--- config.mk ---
export PLATFORM = sky130hd
export DESIGN_NAME = aml_name_string_parser_core
export DESIGN_NICKNAME = d
export VERILOG_FILES = /design/src/rtl/core/amlns_pkg.sv /design/src/rtl/core/aml_name_string_parser_core.sv
export SDC_FILE = /design/constraint.sdc
export NUM_CORES = 1
export LEC_CHECK = 0
export BUFFER_PORTS_ARGS = -buffer_cell sky130_fd_sc_hd__buf_4
export CAP_MARGIN = 20
export CORE_MARGIN = 10
export CORE_UTILIZATION = 50
export CTS_CLUSTER_SIZE = 10
export DETAILED_ROUTE_END_ITERATION = 8
export PLACE_DENSITY = 0.75
export SYNTH_ARGS = -nofsm -noshare
export SYNTH_HDL_FRONTEND = slang
export SYNTH_SLANG_ARGS = --single-unit
--- constraint.sdc ---
create_clock -name aclk -period 9.9 [get_ports aclk]
set_clock_uncertainty 0.15 [all_clocks]
set_input_delay 0 -clock aclk [delete_from_list [all_inputs] [get_ports aclk]]
set_output_delay 0 -clock aclk [all_outputs]
set_load 0.01 [all_outputs]
--- src/rtl/core/amlns_pkg.sv ---
// amlns_pkg: shared constants and character-class helpers for the AML name string parser
// no dependencies; used by aml_name_string_parser_core, the checker and the testbench
`default_nettype none

package amlns_pkg;

    localparam logic [7:0] ROOT_CH   = 8'h5C;
    localparam logic [7:0] PARENT_CH = 8'h5E;
    localparam logic [7:0] DUAL_PFX  = 8'h2E;
    localparam logic [7:0] MULTI_PFX = 8'h2F;
    localparam logic [7:0] NULL_NM   = 8'h00;

    // index of the last char inside a four-byte name segment
    localparam logic [1:0] SEG_TAIL  = 2'd3;

    localparam logic [8:0]  HDR_MAX = 9'd511;
    localparam logic [10:0] CNT_MAX = 11'd2047;
    localparam logic [7:0]  DEPTH_MAX = 8'd255;

    localparam logic STATUS_OK  = 1'b0;
    localparam logic STATUS_BAD = 1'b1;

    function automatic logic is_lead(input logic [7:0] b);
        is_lead = ((b >= 8'h41) && (b <= 8'h5A)) || (b == 8'h5F);
    endfunction

    function automatic logic is_namech(input logic [7:0] b);
        is_namech = is_lead(b) || ((b >= 8'h30) && (b <= 8'h39));
    endfunction

endpackage

`default_nettype wire

--- src/rtl/core/aml_name_string_parser_core.sv ---
// aml_name_string_parser_core: byte-serial AML NameString recognizer with valid/ready channels
// depends on amlns_pkg for character codes and class helpers
`default_nettype none

// Takes one AML byte per request on s_* and emits one result on m_* when a NameString
// completes (status 0) or at its first invalid byte (status 1), then returns to idle.
// Throughput is one byte per clock while no result waits on m_ready: a byte is captured
// in the input register, the parse state updates as it moves on, and any result lands in
// the output register. Both sides stall only on each other: a byte is held while a
// finished result waits on m_ready.
module aml_name_string_parser_core (
    input  wire logic        aclk,
    input  wire logic        aresetn,
    input  wire logic        s_valid,
    output logic             s_ready,
    input  wire logic [7:0]  s_data_byte,
    output logic             m_valid,
    input  wire logic        m_ready,
    output logic             m_parse_status,
    output logic             m_rooted,
    output logic [7:0]       m_parent_depth,
    output logic [7:0]       m_segment_count,
    output logic [8:0]       m_header_length,
    output logic [10:0]      m_total_length
);

    typedef enum logic [2:0] {
        PH_IDLE    = 3'd0,
        PH_PARENTS = 3'd1,
        PH_PATH    = 3'd2,
        PH_COUNT   = 3'd3,
        PH_SEG     = 3'd4
    } phase_t;

    // input register
    logic       in_vld_reg;
    logic [7:0] in_byte_reg;

    // parse state
    phase_t      phase_reg, phase_next;
    logic        root_reg, root_next;
    logic [7:0]  depth_reg, depth_next;
    logic [7:0]  segs_total_reg, segs_total_next;
    logic [7:0]  segs_left_reg, segs_left_next;
    logic [1:0]  cidx_reg, cidx_next;
    logic [8:0]  hdr_reg, hdr_next;
    logic [10:0] cnt_reg, cnt_next;

    // output register
    logic        m_valid_reg;
    logic        status_reg;
    logic        rooted_reg;
    logic [7:0]  depth_out_reg;
    logic [7:0]  segs_out_reg;
    logic [8:0]  hdr_out_reg;
    logic [10:0] cnt_out_reg;

    logic        advance;
    logic        fin;
    logic        fin_status;
    logic [8:0]  hdr_inc;
    logic [7:0]  b;
    logic        seg_ok;
    logic [7:0]  segs_left_dec;

    assign advance = in_vld_reg && (!m_valid_reg || m_ready);
    assign s_ready = !in_vld_reg || advance;
    assign b       = in_byte_reg;
    assign hdr_inc = (hdr_reg < amlns_pkg::HDR_MAX) ? hdr_reg + 9'd1 : hdr_reg;
    assign seg_ok  = (cidx_reg == 2'd0) ? amlns_pkg::is_lead(b) : amlns_pkg::is_namech(b);
    assign segs_left_dec = (segs_left_reg != 8'd0) ? segs_left_reg - 8'd1 : segs_left_reg;

    always_comb begin
        phase_next      = phase_reg;
        root_next       = root_reg;
        depth_next      = depth_reg;
        segs_total_next = segs_total_reg;
        segs_left_next  = segs_left_reg;
        cidx_next       = cidx_reg;
        hdr_next        = hdr_reg;
        cnt_next        = (cnt_reg < amlns_pkg::CNT_MAX) ? cnt_reg + 11'd1 : cnt_reg;
        fin             = 1'b0;
        fin_status      = amlns_pkg::STATUS_OK;

        unique case (phase_reg)
            PH_IDLE, PH_PARENTS, PH_PATH: begin
                if ((phase_reg == PH_IDLE) && (b == amlns_pkg::ROOT_CH)) begin
                    root_next  = 1'b1;
                    hdr_next   = hdr_inc;
                    phase_next = PH_PATH;
                end else if ((phase_reg != PH_PATH) && (b == amlns_pkg::PARENT_CH)) begin
                    if (phase_reg == PH_IDLE) begin
                        depth_next = 8'd1;
                    end else if (depth_reg < amlns_pkg::DEPTH_MAX) begin
                        depth_next = depth_reg + 8'd1;
                    end
                    hdr_next   = hdr_inc;
                    phase_next = PH_PARENTS;
                end else if (amlns_pkg::is_lead(b)) begin
                    // single segment, lead char already consumed
                    segs_total_next = 8'd1;
                    segs_left_next  = 8'd1;
                    cidx_next       = 2'd1;
                    phase_next      = PH_SEG;
                end else if (b == amlns_pkg::DUAL_PFX) begin
                    hdr_next        = hdr_inc;
                    segs_total_next = 8'd2;
                    segs_left_next  = 8'd2;
                    cidx_next       = 2'd0;
                    phase_next      = PH_SEG;
                end else if (b == amlns_pkg::MULTI_PFX) begin
                    hdr_next   = hdr_inc;
                    phase_next = PH_COUNT;
                end else if (b == amlns_pkg::NULL_NM) begin
                    hdr_next = hdr_inc;
                    fin      = 1'b1;
                end else begin
                    fin        = 1'b1;
                    fin_status = amlns_pkg::STATUS_BAD;
                end
            end
            PH_COUNT: begin
                hdr_next        = hdr_inc;
                segs_total_next = b;
                segs_left_next  = b;
                cidx_next       = 2'd0;
                if (b == 8'd0) begin
                    fin = 1'b1;
                end else begin
                    phase_next = PH_SEG;
                end
            end
            PH_SEG: begin
                if (!seg_ok) begin
                    fin        = 1'b1;
                    fin_status = amlns_pkg::STATUS_BAD;
                end else if (cidx_reg == amlns_pkg::SEG_TAIL) begin
                    cidx_next      = 2'd0;
                    segs_left_next = segs_left_dec;
                    if (segs_left_dec == 8'd0) begin
                        fin = 1'b1;
                    end
                end else begin
                    cidx_next = cidx_reg + 2'd1;
                end
            end
            default: begin
                phase_next      = PH_IDLE;
                root_next       = 1'b0;
                depth_next      = 8'd0;
                segs_total_next = 8'd0;
                segs_left_next  = 8'd0;
                cidx_next       = 2'd0;
                hdr_next        = 9'd0;
                cnt_next        = 11'd0;
            end
        endcase
    end

    always_ff @(posedge aclk) begin
        if (!aresetn) begin
            in_vld_reg     <= 1'b0;
            m_valid_reg    <= 1'b0;
            phase_reg      <= PH_IDLE;
            root_reg       <= 1'b0;
            depth_reg      <= 8'd0;
            segs_total_reg <= 8'd0;
            segs_left_reg  <= 8'd0;
            cidx_reg       <= 2'd0;
            hdr_reg        <= 9'd0;
            cnt_reg        <= 11'd0;
        end else begin
            if (s_ready) begin
                in_vld_reg <= s_valid;
            end
            if (advance && fin) begin
                m_valid_reg <= 1'b1;
            end else if (m_valid_reg && m_ready) begin
                m_valid_reg <= 1'b0;
            end
            if (advance) begin
                if (fin) begin
                    // result carries values reached with this byte, then back to idle
                    phase_reg      <= PH_IDLE;
                    root_reg       <= 1'b0;
                    depth_reg      <= 8'd0;
                    segs_total_reg <= 8'd0;
                    segs_left_reg  <= 8'd0;
                    cidx_reg       <= 2'd0;
                    hdr_reg        <= 9'd0;
                    cnt_reg        <= 11'd0;
                end else begin
                    phase_reg      <= phase_next;
                    root_reg       <= root_next;
                    depth_reg      <= depth_next;
                    segs_total_reg <= segs_total_next;
                    segs_left_reg  <= segs_left_next;
                    cidx_reg       <= cidx_next;
                    hdr_reg        <= hdr_next;
                    cnt_reg        <= cnt_next;
                end
            end
        end
    end

    // payload registers, no reset needed
    always_ff @(posedge aclk) begin
        if (s_ready && s_valid) begin
            in_byte_reg <= s_data_byte;
        end
        if (advance && fin) begin
            status_reg    <= fin_status;
            rooted_reg    <= root_next;
            depth_out_reg <= depth_next;
            segs_out_reg  <= segs_total_next;
            hdr_out_reg   <= hdr_next;
            cnt_out_reg   <= cnt_next;
        end
    end

    assign m_valid         = m_valid_reg;
    assign m_parse_status  = status_reg;
    assign m_rooted        = rooted_reg;
    assign m_parent_depth  = depth_out_reg;
    assign m_segment_count = segs_out_reg;
    assign m_header_length = hdr_out_reg;
    assign m_total_length  = cnt_out_reg;

    // a stalled result freezes the parse state
    a_stall_holds_state: assert property (@(posedge aclk) disable iff (!aresetn)
        (m_valid_reg && !m_ready) |=> ($stable(cnt_reg) && $stable(phase_reg)))
        else $error("parse state moved while result stalled");

    // every result leaves the parser idle with counters cleared
    a_result_clears: assert property (@(posedge aclk) disable iff (!aresetn)
        (advance && fin) |=> (phase_reg == PH_IDLE && cnt_reg == 11'd0 && m_valid_reg))
        else $error("parser not cleared after result");

    // inside a segment there is always at least one segment still owed
    a_seg_pending: assert property (@(posedge aclk) disable iff (!aresetn)
        (phase_reg == PH_SEG) |-> (segs_left_reg != 8'd0 && segs_left_reg <= segs_total_reg))
        else $error("segment bookkeeping out of range");

endmodule

`default_nettype wire

; ---- Yosys cells after proc, flatten, opt, wreduce, memory -nomap -nowiden
; Index checks and enable logic that the tools add are counted.
[classes]
eq_ne = 19
reduce_logical = 26
n_lt_le_gt_ge = 7
muxes = 73
addsub = 5
[op_table]
columns = cell, n
row1 = 2-to-1 mux 8 bit, 18
row2 = 2-to-1 mux 9 bit, 8
row3 = case mux 8 bit (3 select lines), 2
row4 = 2-to-1 mux 11 bit, 3
row5 = case mux 9 bit (3 select lines), 1
row6 = equality test 8 x 7 -> 1 bit (second input constant), 3
row7 = 2-to-1 mux 1 bit, 21
row8 = 2-to-1 mux 3 bit, 7
row9 = equality test 8 x 6 -> 1 bit (second input constant), 2
row10 = logical NOT 8 bit, 2
row11 = case mux 8 bit (2 select lines), 1
row12 = inequality test 3 bit (second input constant), 5
row13 = 2-to-1 mux 2 bit, 7
row14 = adder 11 x 1 -> 11 bit (second input constant), 1
row15 = < comparator 11 bit (second input constant), 1
row16 = adder 9 x 1 -> 9 bit (second input constant), 1
row17 = < comparator 9 bit (second input constant), 1
row18 = case mux 3 bit (3 select lines), 1
row19 = adder 8 x 1 -> 8 bit (second input constant), 1
row20 = greater-or-equal comparator 8 x 6 -> 1 bit (second input constant), 1
row21 = greater-or-equal comparator 8 x 7 -> 1 bit (second input constant), 1
row22 = less-or-equal comparator 8 x 6 -> 1 bit (second input constant), 1
row23 = less-or-equal comparator 8 x 7 -> 1 bit (second input constant), 1
row24 = logical AND 1 bit, 8
row25 = other kinds (26), 32
[word_totals]
regBits = 98
inputBits = 12
elab_cells = 147

; ---- Depth between registers and ports, before layout
; Gate-level depths: netlist of run 1.
[logic_depth]
word_depth = 10
depth_mapped = 11

; ---- Worst setup path after synthesis of run 1
; No wires, ideal clock.
[synth_path]
path_kind = register to register
start = register in_byte_reg[4] (netlist: b[4])
end = register hdr_out_reg[0] (netlist: m_header_length[0]), enable pin
setup_slack_ps = 5871
stages_incl_launch_ff = 7
arrival_ps = 3444
setup_ps = 435
cell_sequence = edfxtp_1 -> or4_1 -> a21o_1 -> a21oi_2 -> a31o_4 -> o211ai_4 -> nor2_1
[synth_between]
elab_chain_cells = 8
[synth_rtl]
columns = item, line_no
row1 = "start, declared", aml_name_string_parser_core.sv:37  ; logic [7:0] in_byte_reg;
row2 = "start signal, assigned", aml_name_string_parser_core.sv:209  ; in_byte_reg <= s_data_byte;
row3 = "greater-or-equal comparator 8 x 7 -> 1 bit, or another cell as far along", amlns_pkg.sv:24  ; is_lead = ((b >= 8'h41) && (b <= 8'h5A)) || (b == 8'h5F);
row4 = logical AND 1 bit or 2-to-1 mux 1 bit (tied branches), "amlns_pkg.sv:24, aml_name_string_parser_core.sv:111"
row5 = logical OR 1 bit or 2-to-1 mux 1 bit (tied branches), "amlns_pkg.sv:24, aml_name_string_parser_core.sv:105"
row6 = 2-to-1 mux 1 bit or logical OR 1 bit (tied branches), "aml_name_string_parser_core.sv:99, amlns_pkg.sv:28"
row7 = "2-to-1 mux 1 bit, on equally long branches", "aml_name_string_parser_core.sv:91, aml_name_string_parser_core.sv:70"
row8 = "2-to-1 mux 1 bit, on equally long branches", "aml_name_string_parser_core.sv:87, aml_name_string_parser_core.sv:134"
row9 = case mux 1 bit (3 select lines) (*), aml_name_string_parser_core.sv:85  ; unique case (phase_reg)
row10 = logical AND 1 bit (*), aml_name_string_parser_core.sv:211  ; if (advance && fin) begin
row11 = "end signal, assigned", aml_name_string_parser_core.sv:216  ; hdr_out_reg <= hdr_next;
row12 = "end, declared", aml_name_string_parser_core.sv:55  ; logic [8:0] hdr_out_reg;
; Mark *: on every way between the ends. The rest lies on a longest branch, timed or not.
; A chain may end at the register's enable or synchronous reset.

; ---- Final worst setup path of run 1
[layout_path]
start = register phase_reg[2]
end = register m_valid_reg (netlist: m_valid)
[layout_between]
elab_chain_cells = 7
[layout_rtl]
columns = item, line_no
row1 = "start, declared", aml_name_string_parser_core.sv:40  ; phase_t phase_reg, phase_next;
row2 = "start signal, assigned", aml_name_string_parser_core.sv:193  ; phase_reg <= phase_next;
row3 = inequality test 3 x 2 -> 1 bit, aml_name_string_parser_core.sv:91  ; end else if ((phase_reg != PH_PATH) && (b == amlns_pkg::PARENT_CH)) begin
row4 = logical AND 1 bit, aml_name_string_parser_core.sv:91
row5 = 2-to-1 mux 1 bit, aml_name_string_parser_core.sv:91
row6 = 2-to-1 mux 1 bit, aml_name_string_parser_core.sv:87  ; if ((phase_reg == PH_IDLE) && (b == amlns_pkg::ROOT_CH)) begin
row7 = case mux 1 bit (3 select lines) (*), aml_name_string_parser_core.sv:85
row8 = logical AND 1 bit (*), aml_name_string_parser_core.sv:176  ; if (advance && fin) begin
row9 = 2-to-1 mux 1 bit or nonzero test 2 bit (tied branches), n/a
row10 = "end signal, assigned", aml_name_string_parser_core.sv:163  ; m_valid_reg <= 1'b0;
row11 = "end signal, assigned", aml_name_string_parser_core.sv:177  ; m_valid_reg <= 1'b1;
row12 = "end signal, assigned", aml_name_string_parser_core.sv:179  ; m_valid_reg <= 1'b0;
row13 = "end, declared", aml_name_string_parser_core.sv:50  ; logic m_valid_reg;
; Marked as above.

==> results.md, run 1 <==
Power:
- The internal portion of total power is 569.1 uW.
- The combinational share of power is 0.101.
- The relative contribution of sequential cells to total power is 0.574.
- Of the total power, the clock network draws 0.326.
- Dividing total power by cell area gives a power density of 137.7 nW/um2.
- The design draws around 780 uW.
- The static leakage power is 0.002048 uW.
- In this run the power spent charging and discharging nets is slightly above 200 uW.
- Of the total power, the share spent switching nets is 0.2669.
- The peak ir drop on the vdd network is ~0.00010 V.

Setup path:
- The critical path start-end classification is register to register.
- At the worst endpoint, the arrival time is between 3 and 4 ns.
- The standard cell with the maximum stage delay on the critical path is sky130_fd_sc_hd__dfxtp_1.
- The required time reported for the critical path endpoint is 10.07 ns.
- The delay of the slowest cell on the worst path is 0.76 ns.
- The element type at the critical path end is a register.
- The peak fanout along the critical path is 25.
- Walking the worst path, the cells encountered are inv_2 > or3_1 > nand2_1 > o211ai_4 > nor2_4 > buf_16 > o21a_1 > dlygate4sd3_1.
- The total buffers and inverters traversed by the critical path is 3.
- The gate family responsible for the most delay along the worst path is simple AND/OR/NAND/NOR gates.
- The critical path launch point type is a register.

Placement:
- The congestion estimate from routability-driven global placement came to slightly above 0.9.
- Once detailed placement completed, the half-perimeter wirelength came to 8.493 mm.
- The number of input and output port buffers inserted is 51.
- The minimum setup slack after placement is 6.287 ns.

Die:
- The area of the placeable core is 9328 um2.
- The starting density of the core is 0.5188.
- From bottom edge to top edge, the die measures 118.4 um.
- The site row count is 35.
- The overall die area is about 14000 um2.
- The I/O pin count is 52.
- The die width is about 120 um.

Global routing:
- After global routing, the most crowded layer is met2.
- The global-route wire length before repair is approximately 20 mm.
- The via count of the first global-routing pass was 3962.
- The pin count of the biggest net entering global routing is 40.
- The global routing usage on met2 is 0.2681.
- The initial antenna violation count is 0.
- In the global route stage, met1 resource usage came out at 0.2165.
- The sum of overflow across all layers after global routing is 0.
- In the global route stage, overall resource usage came out at 0.1693.
- For met3 alone, demand over resource in global routing was 0.03855.

CTS:
- The number of H-tree branching levels is 3.
- The source-to-sink clock delay at the later pin of the worst-skew pair is 0.37 ns.
- The CTS tree is done.
- After clock tree synthesis, the clock-pin slew on the worst setup and hold paths is about 0.10 ns.
- The clock passes through at most 2 buffers.
- The number of buffers inserted by post-CTS setup repair is 0.
- Counting every sink on the clock net gives 98.
- In this run, CTS created clock tree buffers numbering 9.
- The CTS root buffer is sky130_fd_sc_hd__clkbuf_8.

Yosys:
- The number of warnings printed during yosys synthesis is 0.
- The mapped cell area is 4840 um2.
- The average instance in the mapped netlist occupies 9.757 um2.
- Of the synthesized area, sequential elements account for 0.5005.
- For this run, asynchronously set or reset flops after synthesis account for 0.
- Counting flops and latches in the post-synthesis netlist gives 98.
- The number of enable-type register cells in the synthesized netlist is 46.
- In the synthesized netlist the dominant register cell turns out to be sky130_fd_sc_hd__dfxtp_1.
- The cell count after synthesis came out at 496.
- The post-synthesis cell type count is approximately 70.
- The number of nets handed over by synthesis was 514.

Cells and area:
- For this run, the post-layout net count is ~570.
- From synthesis to final layout, the design area changed by 16.49%.
- The antenna diode instance count is 0.
- After filler insertion, the fill cell instance count of the layout stands at 793.
- Of the cells placed in the final design, the portion with a size suffix greater than 1 is 0.1658.

Timing:
- The highest clock frequency the design can meet is 265.6 MHz.
- The clock period could shrink to 3.764 ns.
- The number of hold violations in the final report is 0.
- The worst-margin pin slew is 0.7604 ns.
- Setup repair after global routing left no endpoint under its margin.
- The worst path meets setup with 6.136 ns of slack.
- In this run the tightest slew margin relative to its limit is 0.4892.
- The post-route setup TNS is 0 ns.
- The period utilization is 0.3802.
- The final-report setup violation count is 0.
- The count of pins over their slew limit is 0.

Routing:
- The number of remaining DRC errors is 0.
- The number of vias per cell is 6.110.
- The initial DRC count is 427.
- Once detail routing completed, the nets flagged for antenna violations numbered 0.
- The detailed-route wire length per cell is 17.49 um.
- The final routed wirelength across all metal layers is 11.97 mm.
- Before antenna repair, the detailed router went through 6 iterations.
- The routed layout has 4179 vias.

Hold path:
- The type of the tightest min-delay check is primary input to register.

Outcome:
- The flow ran to the end, and the final reports show no timing, DRC or antenna violations.

Job:
- The tool flagged a number of max-cap violations equal to 0.
-- placed cells by master (no fill, tap or decap), drive strengths merged, types with 7 or more instances in the layout --
master       instances
inv                 17
a21oi               29
nor2                39
edfxtp              46
xnor2                7
dfxtp               52
nor3                17
o21ai               32
dlygate4sd3         13
nand2               57
nand4               10
a22o                33
nand3               19
buf                 55
and2                 8
clkbuf              10
-- metal layers --
metal / wire length (um) / vias up / share of wire
met5: 0 / - / 0
met4: 328 / 0 / 0.027
met3: 820 / 29 / 0.069
met2: 5545 / 184 / 0.46
met1: 5270 / 1984 / 0.44
li1: - / 1982 / -
-- cell usage after synthesis, drive strengths merged (4+ instances only) --
cell / number / area (um2)
nand2: 57 / 214.0
dfxtp: 52 / 1041
edfxtp: 46 / 1381
nor2: 39 / 146.4
a22o: 33 / 289.0
o21ai: 32 / 160.2
a21oi: 29 / 160.2
clkbuf: 20 / 76.32
nand3: 19 / 95.09
nor3: 17 / 85.08
inv: 14 / 52.55
nand4: 10 / 62.56
and2: 8 / 55.06
xnor2: 7 / 61.31
a211oi: 6 / 62.56
a31oi: 6 / 37.54
and3: 6 / 37.54
ha: 6 / 75.07
o22ai: 6 / 37.54
xor2: 6 / 52.55
buf: 5 / 43.79
o2111ai: 5 / 43.79
nand2b: 4 / 25.02
o21a: 4 / 31.28
or3: 4 / 25.02
-- path summary, 6_finish.rpt --
path	start	to	slack, ns	cells after the start
min	m_ready	hdr_reg[3]	0.17	5
max reg2reg	phase_reg[2]	m_valid	6.14	8
min reg2reg	segs_total_reg[2]	segs_total_reg[2]	0.31	2
max	phase_reg[2]	m_valid	6.14	8
-- logic make-up (layout without fill, tap and decap cells) --
| family | after synthesis | in the layout | synth area share |
|---|---|---|---|
| simple gates | 192 | 192 | 0.2019 |
| fa+ha+maj | 6 | 6 | 0.01551 |
| compound gates | 146 | 146 | 0.2200 |
| xor+xnor | 13 | 13 | 0.02353 |
| flops | 98 | 98 | 0.5005 |
| mux | 1 | 1 | 0.002068 |
| buf+inv | 40 | 99 | 0.03645 |
-- stage by stage --
step | instance area [um2] | util | cells | hold slack [ns]
floorplan | 4840 | - | 496 | -0.05113
global placement | 5296 | 0.5678 | 654 | 0.02904
detailed placement | 5296 | 0.5678 | 654 | 0.02957
CTS | 5610 | 0.6015 | 683 | 0.1564
global route | 5638 | 0.6044 | 684 | 0.1971
finish | 5638 | 0.6044 | 684 | 0.1659
-- power by group through the flow --
| stage | logic, uW | clock network, uW | registers [uW] |
|---|---|---|---|
| 2_1_floorplan | 39.7 | 0 | 456 |
| 3_3_place_gp | 71.1 | 0 | 454 |
| 3_5_place_dp | 72.0 | 0 | 455 |
| 4_1_cts | 76.2 | 259 | 446 |
| 5_1_grt | 84.7 | 273 | 448 |
| 6_report | 78.1 | 253 | 445 |
-- worst reg2reg max path: cells and delay by family, from the launching register on --
kind | cells | cell delay, ns
flip-flops | 1 | 0.76
AO/OA/AOI/OAI | 2 | 0.35
AND/OR/NAND/NOR | 3 | 1.50
buffers and inverters | 3 | 0.96
-- final cells by class --
cell class	instances	area, um2	share of cell area
Multi-Input combinational cell	358	2251	0.3992
Clock buffer	10	137.6	0.02441
Timing Repair Buffer	68	563.0	0.09987
Clock inverter	6	46.29	0.008211
Inverter	15	56.30	0.009987
Sequential cell	98	2422	0.4296
Tap cell	129	161.4	0.02863
-- what timing repair did --
action / CTS / global route
hold buffers: 13 / 0
endpoints found under the hold margin: 15 / 0
resized for setup: 0 / 0
(Power assumes the default switching activity.)
==> inputs of run 2 (changes only) <==
==> constraint.sdc (replaced) <==
create_clock -name aclk -period 3.65 [get_ports aclk]
set_clock_uncertainty 0.15 [all_clocks]
set_input_delay 0 -clock aclk [delete_from_list [all_inputs] [get_ports aclk]]
set_output_delay 0 -clock aclk [all_outputs]
set_load 0.01 [all_outputs]
==> run 2 against run 1 <==
Sequential cell count did not move. Total power grew to 2.8 times the previous value. Core utilization up 0.50 points. First-iteration DRC count shrank 20%. Worst hold slack lost 0.024 ns. Combinational power grew to 2.8 times the previous value. Die area stayed put. Clock-buffer cell count fell by 1. Critical path type unchanged. Highest routed layer unchanged.
==> results.md, run 2 (synthesized netlist as in run 1, its figures left out) <==
CTS:
- The number of buffers created by CTS is 9 (unchanged).
- The number of resized instances in the post-cts repair step was 0 (unchanged).
- The CTS root buffer is sky130_fd_sc_hd__clkbuf_8.
- The CTS tree is done.
- The clock transition at the registers of the reported paths is 0.10 ns (about the same).
- The number of clock sinks is 98 (unchanged).
- The number of H-tree branching levels is 3 (unchanged).
- The number of buffers on the longest clock path is 2 (unchanged).
- The source-to-sink clock delay at the later pin of the worst-skew pair came to 0.37 ns (about the same).

Die:
- The I/O pin count is 52 (unchanged).
- The site row count is 35 (unchanged).
- The die boundary height was 118.4 um (unchanged).
- The starting density of the core is 0.5188 (unchanged).
- The area of the placeable core is 9328 um2 (unchanged).
- The die width is 118.4 um (unchanged).
- The overall die area came to 14020 um2 (unchanged).

Cells and area:
- The final cell count without fillers is 688 (+0.58%).
- The antenna diode instance count is 0 (unchanged).
- Compared with the post-synthesis result, the final layout area differs by 17.45%.
- Leaving out fill and tap cells, the most frequent cells in the layout are 58 x sky130_fd_sc_hd__buf_4, 57 x sky130_fd_sc_hd__nand2_1, 52 x sky130_fd_sc_hd__dfxtp_1, 46 x sky130_fd_sc_hd__edfxtp_1, 37 x sky130_fd_sc_hd__nor2_1.
- The share of cells above drive strength 1 is 0.1735 (+0.007758).
- The core utilization of the finished layout was 0.6094 (+0.004963).
- The number of nets in the layout came to 572 (+0.70%).
- The most frequent standard cell in the layout excluding fill and tap cells is sky130_fd_sc_hd__buf_4.
- The number of fill cells is 766 (-3.4%).

Routing:
- The number of search-and-repair iterations in the first detailed-routing pass is 5 (-1).
- The initial DRC count was 341 (-20%).
- The via count was 4063 (-2.8%).
- The number of remaining DRC errors is 0 (unchanged).
- The remaining antenna violation count after routing is 0 (unchanged).
- The number of vias per cell is 5.906 (-3.3%).
- The detailed-route wire length per cell is 16.90 um (-3.4%).
- The final routed wirelength across all metal layers came to 11.63 mm (-2.8%).

Timing:
- The worst-margin pin slew is 0.6710 ns (-0.08942 ns).
- The final hold slack was 0.1419 ns (-0.02392 ns).
- The post-route setup TNS is 0 ns (unchanged).
- The final-report setup violation count was 0 (unchanged).
- Setup repair after global routing left no endpoint under its margin.
- The number of hold violations in the final report is 0 (unchanged).
- The count of pins over their slew limit is 0 (unchanged).
- The time the final worst path needs with I/O delays and setup is 3.273 ns (-0.4912 ns).
- The highest clock frequency the design can meet came to 305.5 MHz (+15%).
- The max-slew headroom at the worst pin is 0.5506 (+0.06143).
- The period utilization is 0.8968 (+0.5165).

Global routing:
- The sum of overflow across all layers after global routing is 0 (unchanged).
- The pin count of the biggest net entering global routing is 33 (-18%).
- The initial antenna violation count is 0 (unchanged).
- The overall fraction of global-route tracks in use is 0.1662 (-0.003105).
- The global-route wire length before repair came to 19.58 mm (-2.2%).
- The via count of the first global-routing pass was 3828 (-3.4%).

Setup path:
- The element type at the critical path end is a register.
- In this run the critical register-to-register path is launched from b[4].
- The end of the worst register-to-register path is m_valid.
- The required time reported for the critical path endpoint came to 3.83 ns (-6.24 ns).
- The critical path launch point type is a register.
- The critical path start-end classification is register to register.
- The peak fanout along the critical path is 13 (-48%).
- The worst-case register-to-register setup slack was 0.38 ns (-5.76 ns).
- The worst reg2reg path depth was 8 (unchanged).
- The data arrival time of the worst path is 3.45 ns (-0.48 ns).

Power:
- The relative contribution of sequential cells to total power is 0.557 (-0.017).
- The power density over the cells is 380.8 nW/um2 (+180%).
- The static leakage power was 0.002064 uW (+0.79%).
- The combinational share of power is 0.101 (about the same).
- The peak ir drop on the vdd network came to 0.0001944 V (+93%).
- The net switching component of the power was 564.5 uW (+170%).
- The clock network fraction of total power is 0.343 (+0.017).
- The net switching share of the total power is 0.2608 (-0.006070).
- The total power consumption of the routed design is 2165 uW (+180%).
- The internal portion of total power is 1600 uW (+180%).

Placement:
- The cell total after placement is 659 (+0.76%).
- The routability congestion estimate is 0.8848 (-4.9%).
- The number of input and output port buffers inserted came to 51 (unchanged).
- The estimated wirelength of the detail-placed design is 8.325 mm (-2.0%).

Hold path:
- For hold timing, the worst endpoint is hdr_reg[3].
- The type of the tightest min-delay check is primary input to register.
- The worst hold path startpoint is m_ready.
- The worst hold path stage count is 5 (unchanged).

Job:
- The max-capacitance violation count was 0 (unchanged).

Outcome:
- The flow ran to the end, and the final reports show no timing, DRC or antenna violations.
run 2: how the worst max path moves through the flow:
stage | from | endpoint | slack, ns
floorplan | b[4] | m_header_length[0] | 0.27
global placement | b[4] | m_segment_count[4] | 0.68
detailed placement | b[4] | m_parent_depth[2] | 0.58
CTS | b[4] | m_valid | 0.39
global route | segs_left_reg[0] | m_valid | 0.19
finish | b[4] | m_valid | 0.38
run 2: metal layers:
| layer | part of all wire | track usage | vias to the layer above |
|---|---|---|---|
| met5 | 0 | 0 | - |
| met4 | 0.012 | 0.03969 | 0 |
| met3 | 0.067 | 0.04569 | 13 |
| met2 | 0.46 | 0.2670 | 134 |
| met1 | 0.46 | 0.2174 | 1928 |
| li1 | - | - | 1988 |
run 2: area by class of cell:
class | count | area [um2] | share of cell area
inverter | 15 | 56.30 | 0.009905
clock inverter | 7 | 83.83 | 0.01475
timing repair buffer | 72 | 585.6 | 0.1030
clock buffer | 9 | 123.9 | 0.02179
sequential | 98 | 2422 | 0.4261
tap | 129 | 161.4 | 0.02840
multi-input combinational | 358 | 2251 | 0.3960
run 2: repair_timing:
action,in CTS,in global routing
endpoints found under the hold margin,15,0
hold buffers,13,0
buffers inserted,0,0
run 2: critical path: stages, from the launching register on:
cell,delay (ns)
sky130_fd_sc_hd__edfxtp_1,0.49
sky130_fd_sc_hd__or4_1,0.57
sky130_fd_sc_hd__a21o_1,0.29
sky130_fd_sc_hd__a21oi_2,0.30
sky130_fd_sc_hd__a31o_4,0.23
sky130_fd_sc_hd__o211ai_4,0.13
sky130_fd_sc_hd__nor2_4,0.37
sky130_fd_sc_hd__o21a_1,0.16
sky130_fd_sc_hd__dlygate4sd3_1,0.53
run 2: through the flow:
| stage | worst slack (ns) | cell area, um2 |
|---|---|---|
| after floorplan | 0.2699 | 4842 |
| after global placement | 0.6800 | 5346 |
| after detailed placement | 0.5838 | 5346 |
| after CTS | 0.3851 | 5684 |
| after global routing | 0.1864 | 5684 |
| final | 0.3767 | 5684 |
run 2: power groups by stage:
| stage | logic, uW | registers, uW | clock network, uW |
|---|---|---|---|
| after floorplan | 108 | 1230 | 0 |
| after global placement | 205 | 1230 | 0 |
| after detailed placement | 207 | 1230 | 0 |
| after CTS | 218 | 1200 | 748 |
| after global routing | 236 | 1210 | 803 |
| final | 218 | 1200 | 742 |
==> inputs of run 3 (changes only) <==
==> constraint.sdc (replaced) <==
create_clock -name aclk -period 3.65 [get_ports aclk]
set_clock_uncertainty 0.15 [all_clocks]
set_input_delay 0.365 -clock aclk [delete_from_list [all_inputs] [get_ports aclk]]
set_output_delay 0.365 -clock aclk [all_outputs]
set_load 0.01 [all_outputs]
==> run 3 against run 2 <==
Critical path depth shrank 1. Via count is essentially flat. Combinational power shrank 5%. Worst setup slack gained 0.18 ns. Critical path type unchanged. Largest power group unchanged.
==> results.md, run 3 (synthesized netlist as in run 1, its figures left out) <==
Routing:
- The remaining antenna violation count after routing is 0 (unchanged).
- The via count is 4061 (-0.049%).
- The number of vias per cell came to 5.999 (+1.6%).
- The final routed wirelength across all metal layers came to 11.55 mm (-0.62%).
- The detailed-route wire length per cell came to 17.06 um (+1.0%).
- The number of search-and-repair iterations in the first detailed-routing pass is 5 (unchanged).
- The initial DRC count came to 345 (+1.2%).
- The number of remaining DRC errors is 0 (unchanged).

Timing:
- Setup repair after global routing left no endpoint under its margin.
- The max-slew headroom at the worst pin is 0.5529 (+0.002307).
- The post-route setup TNS is 0 ns (unchanged).
- The number of hold violations in the final report came to 0 (unchanged).
- The period utilization is 0.8467 (-0.05010).
- The time the final worst path needs with I/O delays and setup is 3.090 ns (-0.1829 ns).
- The highest clock frequency the design can meet came to 323.6 MHz (+5.9%).
- The count of pins over their slew limit is 0 (unchanged).
- The worst-margin pin slew came to 0.6675 ns (-0.003443 ns).
- The final-report setup violation count is 0 (unchanged).

Placement:
- The number of input and output port buffers inserted was 51 (unchanged).
- The routability congestion estimate is 0.8848 (unchanged).
- The estimated wirelength of the detail-placed design is 8.325 mm (unchanged).
- The area of placed instances came to 5346 um2 (unchanged).

Hold path:
- The worst hold path startpoint is s_data_byte[0].
- In this run the worst hold path is classified as primary input to register.

Setup path:
- The required time reported for the critical path endpoint is 3.57 ns (-0.26 ns).
- The peak fanout along the critical path is 25 (+12).
- The element type at the critical path end is a register.
- The critical path start-end classification is register to register.
- The worst setup path is launched from a register.
- The data arrival time of the worst path is 3.01 ns (-0.44 ns).
- The critical path starts at b[4].
- The startpoint of the most critical register-to-register path is b[4].

Cells and area:
- The antenna diode instance count is 0 (unchanged).
- In the layout the commonest cells are 58 x sky130_fd_sc_hd__buf_4, 57 x sky130_fd_sc_hd__nand2_1, 52 x sky130_fd_sc_hd__dfxtp_1, 46 x sky130_fd_sc_hd__edfxtp_1, 37 x sky130_fd_sc_hd__nor2_1.
- Relative to the synthesized area, the layout overhead comes to 15.18%.
- The final design area excluding fillers was 5574 um2 (-1.9%).
- The library cell used most frequently in the layout, excluding fill and tap cells, is sky130_fd_sc_hd__buf_4.
- The share of cells above drive strength 1 is 0.1770 (+0.003483).
- The number of fill cells is 782 (+2.1%).
- The number of nets in the layout came to 561 (-1.9%).

CTS:
- The number of clock sinks is 98 (unchanged).
- The number of buffers inserted by post-CTS setup repair came to 0 (unchanged).
- The source-to-sink clock delay at the later pin of the worst-skew pair came to 0.37 ns (about the same).
- The number of H-tree branching levels came to 3 (unchanged).
- The clock transition at the registers of the reported paths is 0.10 ns (about the same).
- The number of buffers created by CTS is 9 (unchanged).
- TritonCTS built the clock tree.
- The CTS root buffer is sky130_fd_sc_hd__clkbuf_8.
- The number of buffers on the longest clock path is 2 (unchanged).

Die:
- The die width was 118.4 um (unchanged).
- The area of the placeable core is 9328 um2 (unchanged).
- The site row count came to 35 (unchanged).
- The starting density of the core came to 0.5188 (unchanged).
- The die boundary height is 118.4 um (unchanged).
- The overall die area is 14020 um2 (unchanged).
- The I/O pin count is 52 (unchanged).

Power:
- The total power consumption of the routed design came to 2153 uW (-0.52%).
- The static leakage power is 0.002014 uW (-2.4%).
- The peak ir drop on the vdd network was 0.0001937 V (-0.32%).
- The power density over the cells is 386.3 nW/um2 (+1.4%).

Global routing:
- The overall fraction of global-route tracks in use was 0.1639 (-0.002359).
- The pin count of the biggest net entering global routing was 33 (unchanged).
- The initial antenna violation count came to 0 (unchanged).
- The via count of the first global-routing pass was 3762 (-1.7%).
- The sum of overflow across all layers after global routing was 0 (unchanged).
- The global-route wire length before repair is 19.29 mm (-1.4%).

Job:
- The max-capacitance violation count is 0 (unchanged).

Outcome:
- The flow ran to the end, and the final reports show no timing, DRC or antenna violations.
## run 3: cell count changes in the layout (fill, tap and decap cells not counted), sizes merged
cell,change
dlygate4sd3,-11
## run 3: final timing paths
path              depth (start not counted)            endpoint  slack (ns)
hold reg to reg                           2   segs_total_reg[4]        0.32
setup / recovery                          7  m_segment_count[6]        0.56
hold / removal                            1                b[0]        0.02
setup reg to reg                          7  m_segment_count[6]        0.56
## run 3: per-stage QoR
stage	util	cells	setup WS (ns)	hold WS (ns)
2_1_floorplan	-	496	0.2699	0.2791
3_3_place_gp	0.5732	659	0.6800	0.2860
3_5_place_dp	0.5732	659	0.5838	0.3008
4_1_cts	0.5954	675	0.5772	0.0006061
5_1_grt	0.5976	677	0.3752	0.0003267
6_report	0.5976	677	0.5596	0.01816
## run 3: power breakdown
| group | internal [uW] | switching [uW] | total (uW) |
|---|---|---|---|
| Combinational | 80.6 | 128 | 208 |
| Clock | 329 | 412 | 740 |
| Sequential | 1180 | 21.8 | 1200 |
| Total | 1590 | 561 | 2150 |
## run 3: worst max-delay path: stages, from the launching register on
cell and delay [ns]:
sky130_fd_sc_hd__edfxtp_1 0.49, sky130_fd_sc_hd__or4_1 0.57, sky130_fd_sc_hd__a21o_1 0.29, sky130_fd_sc_hd__a21oi_2 0.30, sky130_fd_sc_hd__a31o_4 0.23, sky130_fd_sc_hd__o211ai_4 0.14, sky130_fd_sc_hd__nor2_4 0.38, sky130_fd_sc_hd__buf_12 0.25
## run 3: layout make-up
| type | count | area (um2) | share of cell area |
|---|---|---|---|
| Multi-Input combinational cell | 358 | 2251 | 0.4038 |
| Timing Repair Buffer | 61 | 475.5 | 0.08530 |
| Clock inverter | 7 | 83.83 | 0.01504 |
| Tap cell | 129 | 161.4 | 0.02896 |
| Inverter | 15 | 56.30 | 0.01010 |
| Clock buffer | 9 | 123.9 | 0.02222 |
| Sequential cell | 98 | 2422 | 0.4346 |
## run 3: metal layers
| layer | GRT usage | routed length [um] |
|---|---|---|
| met5 | 0 | 0 |
| met4 | 0.03969 | 144 |
| met3 | 0.04522 | 912 |
| met2 | 0.2590 | 5277 |
| met1 | 0.2175 | 5219 |
## run 3: what timing repair did
| item | in CTS | in global routing |
|---|---|---|
| hold buffers | 0 | 2 |
| resized for setup | 0 | 0 |
| endpoints found under the hold margin | 0 | 2 |
